`config.mk`:
```
export PLATFORM = sky130hd
export DESIGN_NAME = fixed_point_divide
export DESIGN_NICKNAME = d
export VERILOG_FILES = /design/src/hdl/fpd_pkg.sv /design/src/hdl/fpd_datapath.sv /design/src/hdl/fpd_controller.sv /design/src/hdl/fixed_point_divide.sv
export SDC_FILE = /design/constraint.sdc
export NUM_CORES = 1
export LEC_CHECK = 0
export BUFFER_PORTS_ARGS = -buffer_cell sky130_fd_sc_hd__buf_2
export CAP_MARGIN = 20
export CELL_PAD_IN_SITES_DETAIL_PLACEMENT = 0
export CELL_PAD_IN_SITES_GLOBAL_PLACEMENT = 2
export CORE_ASPECT_RATIO = 0.9
export CORE_MARGIN = 3
export CORE_UTILIZATION = 25
export DETAILED_ROUTE_END_ITERATION = 8
export HOLD_SLACK_MARGIN = 0.06
export MAX_ROUTING_LAYER = met4
export PLACE_DENSITY = 0.65
export SETUP_SLACK_MARGIN = 0.05
export SLEW_MARGIN = 30
export SYNTH_ARGS = -nofsm -noshare
export SYNTH_HDL_FRONTEND = slang
export SYNTH_SLANG_ARGS = --single-unit
```
`constraint.sdc`:
```
create_clock -name i_clk -period 5.66 [get_ports i_clk]
set_input_delay 0.283 -clock i_clk [delete_from_list [all_inputs] [get_ports i_clk]]
set_output_delay 0.283 -clock i_clk [all_outputs]
set_load 0.02 [all_outputs]
```
`src/hdl/fpd_pkg.sv`:
```
// Shared types and constants for the Q16.16 fixed-point divider.
package fpd_pkg;

    localparam int unsigned WORD_W   = 32;
    localparam int unsigned STATUS_W = 2;
    localparam int unsigned CFG_IDX_W = 1;

    // tdata widths, padded to whole bytes
    localparam int unsigned IN_DATA_W  = 64;
    localparam int unsigned OUT_DATA_W = 32;

    localparam logic [WORD_W-1:0] ERR_VALUE = 32'h8000_0000;
    localparam logic [WORD_W-1:0] ONE_Q16   = 32'h0001_0000;

    localparam logic [STATUS_W-1:0] ST_OK   = 2'd0;
    localparam logic [STATUS_W-1:0] ST_ZERO = 2'd1;
    localparam logic [STATUS_W-1:0] ST_OVF  = 2'd2;

    localparam logic [CFG_IDX_W-1:0] CFG_ROUNDING  = 1'd0;
    localparam logic [CFG_IDX_W-1:0] CFG_OVF_CHECK = 1'd1;

    typedef enum logic [4:0] {
        S_IDLE   = 5'b00001,
        S_ALIGN  = 5'b00010,
        S_GUARD  = 5'b00100,
        S_STEP   = 5'b01000,
        S_FINISH = 5'b10000
    } t_state;

    // controller -> datapath
    typedef struct packed {
        logic load;
        logic align;
        logic mark_ovf;
        logic guard;
        logic step;
        logic publish;
    } t_cmd;

    // datapath -> controller
    typedef struct packed {
        logic div_zero;
        logic align_more;
        logic bit_zero;
        logic div_top;
        logic step_more;
    } t_stat;

endpackage

```
`src/hdl/fpd_datapath.sv`:
```
// Datapath of the divider: operand registers, shift/subtract unit, result register.
module fpd_datapath (
    input  logic                            i_clk,
    input  fpd_pkg::t_cmd                   i_cmd,
    input  logic [fpd_pkg::WORD_W-1:0]      i_dividend,
    input  logic [fpd_pkg::WORD_W-1:0]      i_divisor,
    input  logic                            i_round_en,
    input  logic                            i_ovf_en,
    output fpd_pkg::t_stat                  o_stat,
    output logic [fpd_pkg::WORD_W-1:0]      o_quotient,
    output logic [fpd_pkg::STATUS_W-1:0]    o_status
);

    logic [fpd_pkg::WORD_W-1:0]   r_rem, r_div, r_bit, r_quo;
    logic                         r_neg, r_ovf;
    logic [fpd_pkg::WORD_W-1:0]   r_out_quo;
    logic [fpd_pkg::STATUS_W-1:0] r_out_st;

    logic [fpd_pkg::WORD_W-1:0]   mag_a, mag_b, diff, q_round;
    logic                         ge;
    logic [fpd_pkg::WORD_W-1:0]   n_out_quo;
    logic [fpd_pkg::STATUS_W-1:0] n_out_st;

    assign mag_a = i_dividend[fpd_pkg::WORD_W-1] ? (~i_dividend + 1'b1) : i_dividend;
    assign mag_b = i_divisor[fpd_pkg::WORD_W-1]  ? (~i_divisor + 1'b1)  : i_divisor;
    assign ge    = (r_rem >= r_div);
    assign diff  = r_rem - r_div;

    assign o_stat.div_zero   = (r_div == '0);
    assign o_stat.align_more = (r_div < r_rem);
    assign o_stat.bit_zero   = (r_bit == '0);
    assign o_stat.div_top    = r_div[fpd_pkg::WORD_W-1];
    assign o_stat.step_more  = (r_bit != '0) && (r_rem != '0);

    // final round-up, sign and error selection
    assign q_round = r_quo + {{(fpd_pkg::WORD_W-1){1'b0}}, (i_round_en & ge)};

    always_comb begin
        n_out_quo = fpd_pkg::ERR_VALUE;
        n_out_st  = fpd_pkg::ST_OK;
        if (r_div == '0) begin
            n_out_st = fpd_pkg::ST_ZERO;
        end else if (r_ovf) begin
            n_out_st = fpd_pkg::ST_OVF;
        end else if (r_neg && i_ovf_en && (q_round == fpd_pkg::ERR_VALUE)) begin
            n_out_st = fpd_pkg::ST_OVF;
        end else begin
            n_out_quo = r_neg ? (~q_round + 1'b1) : q_round;
        end
    end

    always_ff @(posedge i_clk) begin
        if (i_cmd.load) begin
            r_rem <= mag_a;
            r_div <= mag_b;
            r_bit <= fpd_pkg::ONE_Q16;
            r_quo <= '0;
            r_neg <= i_dividend[fpd_pkg::WORD_W-1] ^ i_divisor[fpd_pkg::WORD_W-1];
            r_ovf <= 1'b0;
        end else if (i_cmd.align) begin
            r_div <= r_div << 1;
            r_bit <= r_bit << 1;
        end else if (i_cmd.mark_ovf) begin
            r_ovf <= 1'b1;
        end else if (i_cmd.guard) begin
            if (ge) begin
                r_quo <= r_quo | r_bit;
                r_rem <= diff;
            end
            r_div <= r_div >> 1;
            r_bit <= r_bit >> 1;
        end else if (i_cmd.step) begin
            if (ge) begin
                r_quo <= r_quo | r_bit;
                r_rem <= diff << 1;
            end else begin
                r_rem <= r_rem << 1;
            end
            r_bit <= r_bit >> 1;
        end

        if (i_cmd.publish) begin
            r_out_quo <= n_out_quo;
            r_out_st  <= n_out_st;
        end
    end

    assign o_quotient = r_out_quo;
    assign o_status   = r_out_st;

endmodule

```
`src/hdl/fpd_controller.sv`:
```
// Sequencing state machine of the divider and result-valid flag.
module fpd_controller (
    input  logic           i_clk,
    input  logic           i_rst_n,
    input  logic           i_in_valid,
    output logic           o_in_ready,
    output logic           o_out_valid,
    input  logic           i_out_ready,
    input  logic           i_ovf_en,
    input  fpd_pkg::t_stat i_stat,
    output fpd_pkg::t_cmd  o_cmd
);

    fpd_pkg::t_state r_state, n_state;
    logic            r_out_valid, n_out_valid;
    fpd_pkg::t_cmd   cmd;

    always_comb begin
        n_state = r_state;
        cmd     = '0;
        case (r_state)
            fpd_pkg::S_IDLE: begin
                if (i_in_valid) begin
                    cmd.load = 1'b1;
                    n_state  = fpd_pkg::S_ALIGN;
                end
            end
            fpd_pkg::S_ALIGN: begin
                if (i_stat.div_zero) begin
                    n_state = fpd_pkg::S_FINISH;
                end else if (i_stat.align_more) begin
                    cmd.align = 1'b1;
                end else if (i_ovf_en && i_stat.bit_zero) begin
                    cmd.mark_ovf = 1'b1;
                    n_state      = fpd_pkg::S_FINISH;
                end else begin
                    n_state = fpd_pkg::S_GUARD;
                end
            end
            fpd_pkg::S_GUARD: begin
                cmd.guard = i_stat.div_top;
                n_state   = fpd_pkg::S_STEP;
            end
            fpd_pkg::S_STEP: begin
                if (i_stat.step_more) begin
                    cmd.step = 1'b1;
                end else begin
                    n_state = fpd_pkg::S_FINISH;
                end
            end
            fpd_pkg::S_FINISH: begin
                if (!r_out_valid || i_out_ready) begin
                    cmd.publish = 1'b1;
                    n_state     = fpd_pkg::S_IDLE;
                end
            end
            default: begin
                n_state = fpd_pkg::S_IDLE;
            end
        endcase
    end

    always_comb begin
        if (cmd.publish) begin
            n_out_valid = 1'b1;
        end else if (i_out_ready) begin
            n_out_valid = 1'b0;
        end else begin
            n_out_valid = r_out_valid;
        end
    end

    always_ff @(posedge i_clk) begin
        if (!i_rst_n) begin
            r_state     <= fpd_pkg::S_IDLE;
            r_out_valid <= 1'b0;
        end else begin
            r_state     <= n_state;
            r_out_valid <= n_out_valid;
        end
    end

    assign o_in_ready  = (r_state == fpd_pkg::S_IDLE);
    assign o_out_valid = r_out_valid;
    assign o_cmd       = cmd;

endmodule

```
`src/hdl/fixed_point_divide.sv`:
```
// Top level of the signed Q16.16 restoring divider with its configuration registers.
//
//  Channel   Direction  Handshake                        Payload
//  -------   ---------  -------------------------------  ----------------------------------
//  s_axis    in         i_s_axis_tvalid/o_s_axis_tready  tdata: dividend [31:0], divisor [63:32]
//  m_axis    out        o_m_axis_tvalid/i_m_axis_tready  tdata: quotient [31:0]; tuser: status
//  cfg       in         i_cfg_valid/o_cfg_ready          index, 1-bit data
//
// A division runs from transfer in to result valid through the load, the alignment shifts
// and the exit from alignment, the guard, the shift/subtract steps and the exit from the loop,
// and the forming and registering of the result. Shifts and steps on the one shared
// subtract/compare unit total at most 47 (15 shifts, then 32 steps). A zero divisor goes from
// alignment straight to the finishing state. The next transfer in can be taken in the cycle
// after the result is registered. Reset (synchronous, active low) empties the block and
// sets both configuration registers to 1. A stalled result waits in the output register; the
// next item is taken meanwhile and holds in the finishing state until that result is taken.
module fixed_point_divide (
    input  logic                               i_clk,
    input  logic                               i_rst_n,
    input  logic                               i_s_axis_tvalid,
    output logic                               o_s_axis_tready,
    // [31:0] dividend, [63:32] divisor
    input  logic [fpd_pkg::IN_DATA_W-1:0]      i_s_axis_tdata,
    output logic                               o_m_axis_tvalid,
    input  logic                               i_m_axis_tready,
    // [31:0] quotient
    output logic [fpd_pkg::OUT_DATA_W-1:0]     o_m_axis_tdata,
    // [1:0] status
    output logic [fpd_pkg::STATUS_W-1:0]       o_m_axis_tuser,
    input  logic                               i_cfg_valid,
    output logic                               o_cfg_ready,
    input  logic [fpd_pkg::CFG_IDX_W-1:0]      i_cfg_index,
    input  logic                               i_cfg_data
);

    logic                           r_round_en, r_ovf_en;
    fpd_pkg::t_cmd                  cmd;
    fpd_pkg::t_stat                 stat;
    logic [fpd_pkg::WORD_W-1:0]     quotient;
    logic [fpd_pkg::STATUS_W-1:0]   status;

    // Configuration writes are always taken; only the low data bit is kept.
    assign o_cfg_ready = 1'b1;

    always_ff @(posedge i_clk) begin
        if (!i_rst_n) begin
            r_round_en <= 1'b1;
            r_ovf_en   <= 1'b1;
        end else if (i_cfg_valid) begin
            case (i_cfg_index)
                fpd_pkg::CFG_ROUNDING:  r_round_en <= i_cfg_data;
                fpd_pkg::CFG_OVF_CHECK: r_ovf_en   <= i_cfg_data;
                default: begin
                end
            endcase
        end
    end

    // Sequence the division steps and own both handshakes.
    fpd_controller u_ctrl (
        .i_clk       (i_clk),
        .i_rst_n     (i_rst_n),
        .i_in_valid  (i_s_axis_tvalid),
        .o_in_ready  (o_s_axis_tready),
        .o_out_valid (o_m_axis_tvalid),
        .i_out_ready (i_m_axis_tready),
        .i_ovf_en    (r_ovf_en),
        .i_stat      (stat),
        .o_cmd       (cmd)
    );

    // Hold operands, run the shift/subtract steps and register the result.
    fpd_datapath u_dp (
        .i_clk      (i_clk),
        .i_cmd      (cmd),
        .i_dividend (i_s_axis_tdata[fpd_pkg::WORD_W-1:0]),
        .i_divisor  (i_s_axis_tdata[2*fpd_pkg::WORD_W-1:fpd_pkg::WORD_W]),
        .i_round_en (r_round_en),
        .i_ovf_en   (r_ovf_en),
        .o_stat     (stat),
        .o_quotient (quotient),
        .o_status   (status)
    );

    // Quotient on tdata, status on tuser.
    assign o_m_axis_tdata = quotient;
    assign o_m_axis_tuser = status;

endmodule

```
==> impl_metrics.csv <==
group,metric,value,unit
outcome,status,"finished, final reports clean",
sta,min_period,5.31,ns
floorplanning,start_util,0.255,
clock_tree,cts_tree,"yes",
logic_synthesis,yosys.area.top_type,"edfxtp_1",
power,p_leak,5.61,nW
cells_and_area,utilization,0.300,
min_path,hold_class,"in2reg",
logic_synthesis,post_synth.cell_area_avg,8.70,um^2
placed_design,port_buffers,106,
route,wl,39.7,mm
sta,setup_tns,0,ns
setup_path,crit_fanout,8,
logic_synthesis,netlist_area,0.0123,mm^2
global_route,antenna_found_initial,0,
floorplanning,row_count,76,
logic_synthesis,synthDistinctLibCells,76,
setup_path,cp_slowest_cell,"edfxtp_1",
setup_path,crit_chain,"inv_1 > ha_1 > buf_4 > and4_1 > nand3_1 > nand2_1 > a311oi_4 > o21bai_4 > and2_2 > ha_4 > ha_1 > buf_4 > and3_2 > or3_1 > a21oi_2 > nand3b_1 > or2_2 > or3b_4 > o41ai_4 > xnor2_1 > or2_1",
floorplanning,dieArea,0.0521,mm^2
clock_tree,htreeDepth,4,
floorplanning,core-area,0.0483,mm^2
route,wl_per_cell,18.4,um
logic_synthesis,synthCells,1418,
power,vdd_drop_max,0.000222,V
global_route,grt_pass1_vias,10300,
route,wl_met3,1.90,mm
logic_synthesis,ys_top_cells_by_area,"edfxtp_1 24%, dfxtp_1 12%, xnor2_1 5.7%, nor2_1 5.4%, xor2_1 5.2%",
route,dr_total_vias,11000,
sta,timing.final.crit_share,0.938,
setup_path,critPathTopFamily,"simple AND/OR/NAND/NOR gates",
sta,slew_viol_final,0,
clock_tree,numCtsBuffers,17,
floorplanning,die_y,217,um
placed_design,gp_congestion,0.859,
cells_and_area,area_growth,17.3,%
floorplanning,num_io_pins,108,
route,vias_per_cell,5.12,
floorplanning,chipWidth,240,um
logic_synthesis,yosysTopAreaCellShare,0.241,
setup_path,cpPeakStageDelay,0.46,ns
logic_synthesis,synth-main-ff-cell,"edfxtp_1",
sta,max_freq,188,MHz
global_route,grt_max_degree,67,
clock_tree,clock-sinks,172,
cells_and_area,final_nets,1631,
sta,setup_viol,0,
route,first_pass_iters,5,
clock_tree,cts.path.max_buffers,2,
placed_design,post-dp-hpwl,29.9,mm
global_route,grt_usage,0.158,
logic_synthesis,yosysWarnings,0,
clock_tree,root_buffer,"clkbuf_16",
sta,clock_skew,0.0129,ns
clock_tree,clk_pin_slew,0.08,ns
setup_path,critical_path_required,5.89,ns
global_route,grt_pass1_wl,61.9,mm
power,total_power,5.00,mW
sta,hold_viol_final,0,
route,met2_length,15.1,mm
cells_and_area,antenna_cells,0,
route,drtIter0Drc,969,
sta,grt_setup_unrepaired,"no",
logic_synthesis,syn-num-nets,1527,
logic_synthesis,async_reset_ff_frac,0,
placed_design,place_area,0.0137,mm^2
logic_synthesis,ys_ff_latch,172,
cells_and_area,drive_above_1_share,0.159,
setup_path,crit_buf_inv,3,
sta,tightest_slew,0.897,ns
setup_path,end_kind,"flop",
logic_synthesis,ys_seq_area_frac,0.359,
cells_and_area,final_area,0.0145,mm^2
logic_synthesis,synth_edf_count,99,
sta,fin_hold_ws,0.117,ns
setup_path,criticalPathCategory,"reg2reg",
setup_path,crit_arrival,5.54,ns
run,drv_cap,0,
route,top_layer,"met4",
setup_path,cp-start-kind,"flop",
clock_tree,clock_latency,0.49,ns
route,drc_errors,0,
route,antenna_left,0,
power,p_per_area,346,mW/mm^2
global_route,grt-ovfl-total,0,
sta,slew_headroom,0.394,
route,m1WireLength,22.1,mm
## power by group
| part | internal [mW] | switching (mW) | total (mW) | leakage, nW |
|---|---|---|---|---|
| combinational | 0.848 | 1.27 | 2.12 | 3.80 |
| clock | 0.585 | 0.601 | 1.19 | 0.286 |
| sequential | 1.54 | 0.163 | 1.70 | 1.53 |
| total | 2.97 | 2.03 | 5.00 | 5.61 |
## cells in the mapped netlist (all sizes together), types with 28 or more instances
cell and count:
nand3 29, nand2 104, edfxtp 99, ha 37, xor2 73, a211oi 33
clkbuf 70, xnor2 80, a21oi 72, dfxtp 73, inv 59, a221o 33
nor4 38, nor2 176, mux2i 54, o21ai 76, o31ai 28
## metal layers
metal  up-vias  track usage
li1       5453            -
met1      5306        0.248
met2       264        0.200
met3        21       0.0297
met4         0       0.0421
met5         -            -
## final timing paths
path,to,from,slack [ns],cells after the start
max reg2reg,u_dp.o_quotient[31],u_dp.r_div[9],0.35,21
max,u_dp.o_quotient[31],u_dp.r_div[9],0.35,21
min reg2reg,u_dp.r_bit[31],u_dp.r_bit[31],0.50,2
min,u_ctrl.r_state[1],i_rst_n,0.12,3
## state kept, by name, indices dropped and copies added (netlist names)
| signal | count |
|---|---|
| u_dp.o_quotient | 32 |
| u_dp.r_bit | 32 |
| u_dp.r_div | 32 |
| u_dp.r_quo | 32 |
| u_dp.r_rem | 32 |
| u_ctrl.r_state | 5 |
| u_dp.o_status | 2 |
| r_ovf_en | 1 |
| r_round_en | 1 |
| u_ctrl.o_out_valid | 1 |
| u_dp.r_neg | 1 |
| u_dp.r_ovf | 1 |
## timing repair
action	in CTS	in global routing
buffers inserted	0	7
hold buffers	5	0
gates resized for setup	2	11
endpoints found under the hold margin	2	0
endpoints found under the setup margin	25	32
pin swaps	1	6
## cell usage in the layout, fill, tap and decap left out, drive strengths merged, types with 67 or more instances in the layout
| cell type | n |
|---|---|
| o21ai | 76 |
| xor2 | 73 |
| dfxtp | 73 |
| edfxtp | 99 |
| buf | 166 |
| nor2 | 176 |
| a21oi | 72 |
| xnor2 | 80 |
| nand2 | 104 |
| inv | 67 |
## cell type report
class,instances,area [um^2]
Multi-Input combinational cell,1101,7390
Clock buffer,17,425
Timing Repair Buffer,171,1060
Tap cell,624,781
Clock inverter,15,149
Sequential cell,172,4430
Fill cell,5205,33800
Inverter,59,221
## tightest hold or removal path, stage by stage
cell and delay (ns):
buf_2 0.16, nand2_1 0.08, nor2_1 0.04
## cell families after synthesis
| group | after synthesis | share of synthesized area |
|---|---|---|
| AND/OR/NAND/NOR | 488 | 0.193 |
| AO/OA/AOI/OAI | 365 | 0.203 |
| flip-flops | 172 | 0.359 |
| XOR/XNOR | 153 | 0.109 |
| buffers and inverters | 145 | 0.0508 |
| multiplexers | 56 | 0.0456 |
| adder cells (fa/ha/maj) | 38 | 0.0391 |
| other | 1 | 0.000304 |
## stage by stage
stage               cells  setup slack, ns
floorplan            1418           0.0704
global placement     2114           0.0403
detailed placement   2114          -0.0751
CTS                  2151           0.0667
global route         2159           0.0334
finish               2159            0.353
Power figures use the tool's default switching activity.
